`config.mk`:
```
export PLATFORM = sky130hd
export DESIGN_NAME = sm4_key_expand
export DESIGN_NICKNAME = d
export VERILOG_FILES = /design/src/rtl/sm4_pkg.sv /design/src/rtl/sm4_key_expand.sv
export VERILOG_INCLUDE_DIRS = /design/src /design/src/rtl
export SDC_FILE = /design/constraint.sdc
export NUM_CORES = 2
export LEC_CHECK = 0
export BUFFER_PORTS_ARGS = -buffer_cell sky130_fd_sc_hd__buf_2
export CAP_MARGIN = 30
export CORE_ASPECT_RATIO = 0.75
export CORE_UTILIZATION = 30
export CTS_BUF_LIST = sky130_fd_sc_hd__clkbuf_8
export CTS_CLUSTER_DIAMETER = 30
export DETAILED_ROUTE_END_ITERATION = 12
export GPL_TIMING_DRIVEN = 0
export SKIP_LAST_GASP = 1
export SLEW_MARGIN = 10
export SYNTH_ARGS = -nofsm -noshare
export SYNTH_HDL_FRONTEND = slang
export SYNTH_SLANG_ARGS = --single-unit
```
`constraint.sdc`:
```
create_clock -name clock -period 12.86 [get_ports clock]
set_input_delay 1.929 -clock clock [delete_from_list [all_inputs] [get_ports clock]]
set_output_delay 1.929 -clock clock [all_outputs]
set_load 0.05 [all_outputs]
```
`src/rtl/sm4_block_cipher_defines.svh`:
```
// Assertion macros for the SM4 block cipher RTL.
// Included by the modules that carry concurrent assertions; depends on nothing.
`ifndef SM4_BLOCK_CIPHER_DEFINES_SVH
`define SM4_BLOCK_CIPHER_DEFINES_SVH
`ifndef SYNTH
`define SM4_ASSERT(name, clk, rst, prop) \
   name: assert property (@(posedge clk) disable iff (rst) prop) \
      else $error("sm4 assertion failed");
`define SM4_ASSERT_ALWAYS(name, clk, prop) \
   name: assert property (@(posedge clk) prop) \
      else $error("sm4 assertion failed");
`else
`define SM4_ASSERT(name, clk, rst, prop)
`define SM4_ASSERT_ALWAYS(name, clk, prop)
`endif
`endif

```
`src/rtl/sm4_pkg.sv`:
```
// Shared types, constants and round functions of the SM4 block cipher.
// Used by every module of the block; depends on nothing.
package sm4_pkg;

   localparam int ROUNDS   = 32;
   localparam int RK_IDX_W = $clog2(ROUNDS);
   localparam int CSR_IDX_W = 2;

   localparam logic [CSR_IDX_W-1:0] CSR_KEY_HIGH = 2'd0;
   localparam logic [CSR_IDX_W-1:0] CSR_KEY_LOW  = 2'd1;

   localparam logic [31:0] FK0 = 32'hA3B1BAC6;
   localparam logic [31:0] FK1 = 32'h56AA3350;
   localparam logic [31:0] FK2 = 32'h677D9197;
   localparam logic [31:0] FK3 = 32'hB27022DC;

   typedef struct packed {
      logic [63:0] block_high;
      logic [63:0] block_low;
      logic        mode;
   } req_type;

   typedef struct packed {
      logic [63:0] result_high;
      logic [63:0] result_low;
   } rsp_type;

   typedef struct packed {
      logic        mode;
      logic [31:0] x0;
      logic [31:0] x1;
      logic [31:0] x2;
      logic [31:0] x3;
   } state_type;

   typedef logic [ROUNDS-1:0][31:0] rk_array_type;

   localparam logic [7:0] SBOX [256] = '{
      8'hd6,8'h90,8'he9,8'hfe,8'hcc,8'he1,8'h3d,8'hb7,8'h16,8'hb6,8'h14,8'hc2,8'h28,8'hfb,8'h2c,8'h05,
      8'h2b,8'h67,8'h9a,8'h76,8'h2a,8'hbe,8'h04,8'hc3,8'haa,8'h44,8'h13,8'h26,8'h49,8'h86,8'h06,8'h99,
      8'h9c,8'h42,8'h50,8'hf4,8'h91,8'hef,8'h98,8'h7a,8'h33,8'h54,8'h0b,8'h43,8'hed,8'hcf,8'hac,8'h62,
      8'he4,8'hb3,8'h1c,8'ha9,8'hc9,8'h08,8'he8,8'h95,8'h80,8'hdf,8'h94,8'hfa,8'h75,8'h8f,8'h3f,8'ha6,
      8'h47,8'h07,8'ha7,8'hfc,8'hf3,8'h73,8'h17,8'hba,8'h83,8'h59,8'h3c,8'h19,8'he6,8'h85,8'h4f,8'ha8,
      8'h68,8'h6b,8'h81,8'hb2,8'h71,8'h64,8'hda,8'h8b,8'hf8,8'heb,8'h0f,8'h4b,8'h70,8'h56,8'h9d,8'h35,
      8'h1e,8'h24,8'h0e,8'h5e,8'h63,8'h58,8'hd1,8'ha2,8'h25,8'h22,8'h7c,8'h3b,8'h01,8'h21,8'h78,8'h87,
      8'hd4,8'h00,8'h46,8'h57,8'h9f,8'hd3,8'h27,8'h52,8'h4c,8'h36,8'h02,8'he7,8'ha0,8'hc4,8'hc8,8'h9e,
      8'hea,8'hbf,8'h8a,8'hd2,8'h40,8'hc7,8'h38,8'hb5,8'ha3,8'hf7,8'hf2,8'hce,8'hf9,8'h61,8'h15,8'ha1,
      8'he0,8'hae,8'h5d,8'ha4,8'h9b,8'h34,8'h1a,8'h55,8'had,8'h93,8'h32,8'h30,8'hf5,8'h8c,8'hb1,8'he3,
      8'h1d,8'hf6,8'he2,8'h2e,8'h82,8'h66,8'hca,8'h60,8'hc0,8'h29,8'h23,8'hab,8'h0d,8'h53,8'h4e,8'h6f,
      8'hd5,8'hdb,8'h37,8'h45,8'hde,8'hfd,8'h8e,8'h2f,8'h03,8'hff,8'h6a,8'h72,8'h6d,8'h6c,8'h5b,8'h51,
      8'h8d,8'h1b,8'haf,8'h92,8'hbb,8'hdd,8'hbc,8'h7f,8'h11,8'hd9,8'h5c,8'h41,8'h1f,8'h10,8'h5a,8'hd8,
      8'h0a,8'hc1,8'h31,8'h88,8'ha5,8'hcd,8'h7b,8'hbd,8'h2d,8'h74,8'hd0,8'h12,8'hb8,8'he5,8'hb4,8'hb0,
      8'h89,8'h69,8'h97,8'h4a,8'h0c,8'h96,8'h77,8'h7e,8'h65,8'hb9,8'hf1,8'h09,8'hc5,8'h6e,8'hc6,8'h84,
      8'h18,8'hf0,8'h7d,8'hec,8'h3a,8'hdc,8'h4d,8'h20,8'h79,8'hee,8'h5f,8'h3e,8'hd7,8'hcb,8'h39,8'h48
   };

   function automatic logic [31:0] tau(input logic [31:0] a);
      tau = {SBOX[a[31:24]], SBOX[a[23:16]], SBOX[a[15:8]], SBOX[a[7:0]]};
   endfunction

   function automatic logic [31:0] t_data(input logic [31:0] a);
      logic [31:0] b;
      b = tau(a);
      t_data = b ^ {b[29:0], b[31:30]} ^ {b[21:0], b[31:22]}
             ^ {b[13:0], b[31:14]} ^ {b[7:0], b[31:8]};
   endfunction

   function automatic logic [31:0] t_key(input logic [31:0] a);
      logic [31:0] b;
      b = tau(a);
      t_key = b ^ {b[18:0], b[31:19]} ^ {b[8:0], b[31:9]};
   endfunction

   function automatic logic [31:0] ck_word(input logic [RK_IDX_W-1:0] idx);
      logic [7:0] pos;
      logic [7:0] prod;
      ck_word = '0;
      for (int j = 0; j < 4; j++) begin
         pos  = {1'b0, idx, 2'(j)};
         prod = 8'({pos, 3'b000} - pos);
         ck_word = {ck_word[23:0], prod};
      end
   endfunction

endpackage

```
`src/rtl/sm4_key_expand.sv`:
```
// SM4 key registers and iterative key schedule, one round key per cycle.
// Depends on sm4_pkg and sm4_block_cipher_defines.svh.
`include "sm4_block_cipher_defines.svh"
module sm4_key_expand
   import sm4_pkg::*;
(
   input  logic                 clock,
   input  logic                 reset,
   input  logic                 csr_valid,
   output logic                 csr_ready,
   input  logic [CSR_IDX_W-1:0] csr_index,
   input  logic [63:0]          csr_data,
   output logic                 busy,
   output rk_array_type         round_keys
);

   logic [63:0]         key_high_ff, key_high_in;
   logic [63:0]         key_low_ff, key_low_in;
   logic [3:0][31:0]    k_ff, k_in;
   logic [RK_IDX_W-1:0] cnt_ff, cnt_in;
   logic                busy_ff, busy_in;
   rk_array_type        rk_ff;
   logic                csr_write;
   logic                key_write;
   logic [31:0]         nk;

   assign csr_ready  = !busy_ff;
   assign busy       = busy_ff;
   assign round_keys = rk_ff;
   assign csr_write  = csr_valid && csr_ready;

   always_comb begin
      key_write   = 1'b0;
      key_high_in = key_high_ff;
      key_low_in  = key_low_ff;
      unique case (csr_index)
         CSR_KEY_HIGH: begin
            key_write   = csr_write;
            key_high_in = csr_write ? csr_data : key_high_ff;
         end
         CSR_KEY_LOW: begin
            key_write  = csr_write;
            key_low_in = csr_write ? csr_data : key_low_ff;
         end
         default: begin
            key_write = 1'b0;
         end
      endcase
   end

   assign nk = k_ff[0] ^ t_key(k_ff[1] ^ k_ff[2] ^ k_ff[3] ^ ck_word(cnt_ff));

   always_comb begin
      k_in    = k_ff;
      cnt_in  = cnt_ff;
      busy_in = busy_ff;
      if (key_write) begin
         k_in[0] = key_high_in[63:32] ^ FK0;
         k_in[1] = key_high_in[31:0]  ^ FK1;
         k_in[2] = key_low_in[63:32]  ^ FK2;
         k_in[3] = key_low_in[31:0]   ^ FK3;
         cnt_in  = '0;
         busy_in = 1'b1;
      end else if (busy_ff) begin
         k_in    = {nk, k_ff[3], k_ff[2], k_ff[1]};
         cnt_in  = cnt_ff + 1'b1;
         busy_in = (cnt_ff != RK_IDX_W'(ROUNDS - 1));
      end
   end

   always_ff @(posedge clock) begin
      if (reset) begin
         key_high_ff <= '0;
         key_low_ff  <= '0;
         cnt_ff      <= '0;
         busy_ff     <= 1'b0;
      end else begin
         key_high_ff <= key_high_in;
         key_low_ff  <= key_low_in;
         cnt_ff      <= cnt_in;
         busy_ff     <= busy_in;
      end
   end

   always_ff @(posedge clock) begin
      k_ff <= k_in;
      if (busy_ff) begin
         rk_ff[cnt_ff] <= nk;
      end
   end

   `SM4_ASSERT(a_key_write_starts, clock, reset,
      (csr_valid && csr_ready && (csr_index == CSR_KEY_HIGH || csr_index == CSR_KEY_LOW))
      |=> busy_ff)
   `SM4_ASSERT(a_bad_index_ignored, clock, reset,
      (csr_valid && csr_ready && csr_index != CSR_KEY_HIGH && csr_index != CSR_KEY_LOW)
      |=> !busy_ff)
   `SM4_ASSERT(a_expand_length, clock, reset,
      $rose(busy_ff) |-> ##(ROUNDS - 1) (busy_ff && cnt_ff == RK_IDX_W'(ROUNDS - 1)))
   `SM4_ASSERT_ALWAYS(a_count_idle, clock, !busy_ff |-> cnt_ff == '0)

endmodule

```
==> impl_metrics.csv <==
group,metric,value,unit
status,outcome,"complete, no violations",
hold_path,hold_path.class,"register to register",
cells_and_area,fin_nets,6169,
timing,maxSlewViolCount,0,
synth,synth_async_sr_flop_share,0,%
setup_path,crit_family,"buffers and inverters",
global_route,grt_usage,30.5,%
clock_tree,cts_root_buf,"clkbuf_8",
setup_path,worstSetupPathType,"register to register",
synth,synth_most_common_cell,"edfxtp_1",
clock_tree,cts.sinks,1286,
synth,netlist_top_cells_count,"1152 x edfxtp_1, 571 x nand2_1, 277 x a21oi_1",
clock_tree,htreeDepth,4,
placement,gp_congestion,1.01,
synth,synth_top_area_share,59.8,%
timing,finalHoldViolCount,0,
synth,synthTopCellsByArea,"edfxtp_1 60%, dfxtp_1 4.6%, nand2_1 3.7%",
die,num_rows,139,
synth,syn_nets,4643,
drt,drc,0,
global_route,grt_pass1_vias,47900,
setup_path,path_buf_inv,6,
synth,synth_enable_flop_cells,1152,
timing,worstMarginPinSlew,1.18,ns
global_route,grt_pass1_wl,410,mm
die,die_area,195000,um^2
timing,setup_violations,0,
drt,firstDrtPassIters,8,
die,die_h,382,um
setup_path,arrival,8.52,ns
cells_and_area,synthToLayoutAreaGrowth,29.1,%
drt,vias_per_cell,5.75,
setup_path,crit_path_start_kind,"register",
run,maxCapViolCount,0,
drt,wl,308,mm
timing,clock-skew-final,0.115,ns
global_route,antenna_found_initial,27,
timing,period_share,60.4,%
setup_path,cp.depth,16,
synth,yosysWarnings,0,
clock_tree,numCtsBuffers,223,
synth,synth_cell_types,98,
global_route,overflow,0,
synth,synthesis.instances,4512,
cells_and_area,nFillCells,18400,
die,die_w,509,um
timing,max_freq,129,MHz
hold_path,holdPathStages,2,
timing,period_minus_slack,7.77,ns
setup_path,crit_path_max_incr_delay,0.80,ns
synth,synth_area,57800,um^2
setup_path,worstPathCellList,"xnor2_1 -> xnor2_2 -> clkbuf_1 -> clkbuf_1 -> inv_1 -> ha_1 -> clkbuf_1 -> nor2_1 -> or3_1 -> a311oi_1 -> a2111oi_0 -> a211oi_1 -> a21oi_1 -> xnor3_1 -> inv_2 -> buf_12",
clock_tree,cts-resized-gates,0,
setup_path,critPathMaxFanout,22,
synth,synth_ff_type,"edfxtp_1",
setup_path,path_common_cell,"clkbuf_1",
die,initial_core_util,30.2,%
clock_tree,hold_buffers,0,
drt,ant_nets,0,
clock_tree,clock_tree.buffer_depth,3,
clock_tree,clk_pin_slew_worst_paths,0.06,ns
placement,place_hpwl,230,mm
setup_path,slowest_stage,"clkbuf_1",
synth,ys_ff_latch,1286,
synth,syn_area_per_cell,12.8,um^2
timing,tns,0,ns
die,ioPinCount,1095,
global_route,grt_max_degree,55,
timing,rsz0062_at_grt,"false",
drt,drt-initial-drc-count,7470,
clock_tree,clkLatencyLatePin,1.02,ns
die,core_area,191000,um^2
setup_path,end_kind,"register",
clock_tree,cts_tree,"built",
drt,wl_per_cell,35.0,um
setup_path,critical_path_required,13.60,ns
synth,yosys.area.top_type,"edfxtp_1",
cells_and_area,drive_gt1_share,32.0,%
clock_tree,post-cts-setup-buffers,0,
placement,io_buffers,1092,
synth,yosysSeqAreaShare,64.5,%
drt,vias,50500,
timing,slew_headroom,21.6,%
setup_path,r2r_cells,16,
[final timing paths]
path / start / end / slack [ns]
setup reg to reg: k_ff[97]$_DFFE_PP_ / round_keys[180]$_DFFE_PP_ / 5.09
hold / removal: key_high_ff[55]$_SDFF_PP0_ / key_high_ff[55]$_SDFF_PP0_ / 0.45
hold reg to reg: key_high_ff[55]$_SDFF_PP0_ / key_high_ff[55]$_SDFF_PP0_ / 0.45
setup / recovery: k_ff[97]$_DFFE_PP_ / round_keys[180]$_DFFE_PP_ / 5.09
[through the flow]
stage	util [%]	hold slack [ns]	instance area, um^2	std cells	setup slack, ns
after global routing	39.0	0.470	74600	8774	5.13
final	39.0	0.451	74600	8785	5.09
after global placement	34.7	0.440	66500	8142	0.442
after floorplan	-	0.432	57800	4512	7.57
after detailed placement	36.3	0.443	69600	8346	5.53
after CTS	38.9	0.451	74500	8759	5.54
[kinds of logic after synthesis]
logic type                 Yosys count  share of synthesized area, %
AOI/OAI and AO/OA                 1153                          13.5
and+or+nand+nor                   1154                          8.63
xor gates and xnor gates           216                          4.07
muxes                              228                          4.67
buffers and inverters              413                          3.32
adders and majority gates           62                          1.35
DFF                               1286                          64.5
[cell type report]
| type | count | area [um^2] | share of cell area [%] |
|---|---|---|---|
| buffer | 362 | 1730 | 2.32 |
| clock inverter | 184 | 1780 | 2.39 |
| multi-input combinational | 2813 | 19000 | 25.5 |
| clock buffer | 229 | 3150 | 4.22 |
| sequential | 1286 | 37300 | 50.0 |
| antenna | 21 | 52.6 | 0.0704 |
| tap | 2538 | 3180 | 4.26 |
| inverter | 51 | 191 | 0.257 |
| timing repair buffer | 1301 | 8230 | 11.0 |
[layer usage]
| metal | vias to the layer above | part of all wire [%] | GRT usage, % |
|---|---|---|---|
| li1 | 20400 | - | - |
| met1 | 25500 | 40 | 40.6 |
| met2 | 3892 | 42 | 44.1 |
| met3 | 771 | 12 | 10.2 |
| met4 | 8 | 5.4 | 15.0 |
| met5 | - | 0.017 | 0 |
[tightest hold or removal path, delay by kind of cell (launching register included)]
family | cells | cell delay, ns
compound gates | 1 | 0.05
flops | 1 | 0.31
simple gates | 1 | 0.05
[placed cells by master (no fill, tap or decap), drive strengths merged, types with 27 or more instances in the layout]
master  Yosys  layout
a211oi     57      57
a21oi     277     277
a221oi     45      45
a311oi     42      42
a31oi      56      56
buf       164    1464
clkbuf    198     427
clkinv      3     100
dfxtp     134     134
edfxtp   1152    1152
ha         61      61
inv        48     104
mux2       66      66
mux2i     135     135
mux4       27      27
nand2     571     571
nand3      69      69
nor2      272     272
nor3      102     102
o211ai     62      62
o21ai     263     263
o221ai     33      33
o311ai     41      41
xnor2     135     135
xor2       61      61
[state kept, by name, summed over array words and instances (netlist names)]
| signal | count |
|---|---|
| round_keys | 1024 |
| k_ff | 128 |
| key_high_ff | 64 |
| key_low_ff | 64 |
| cnt_ff | 5 |
| busy | 1 |
Power is not shown: default switching activity piles up to over one toggle a cycle in this logic, so the estimate is an artifact.
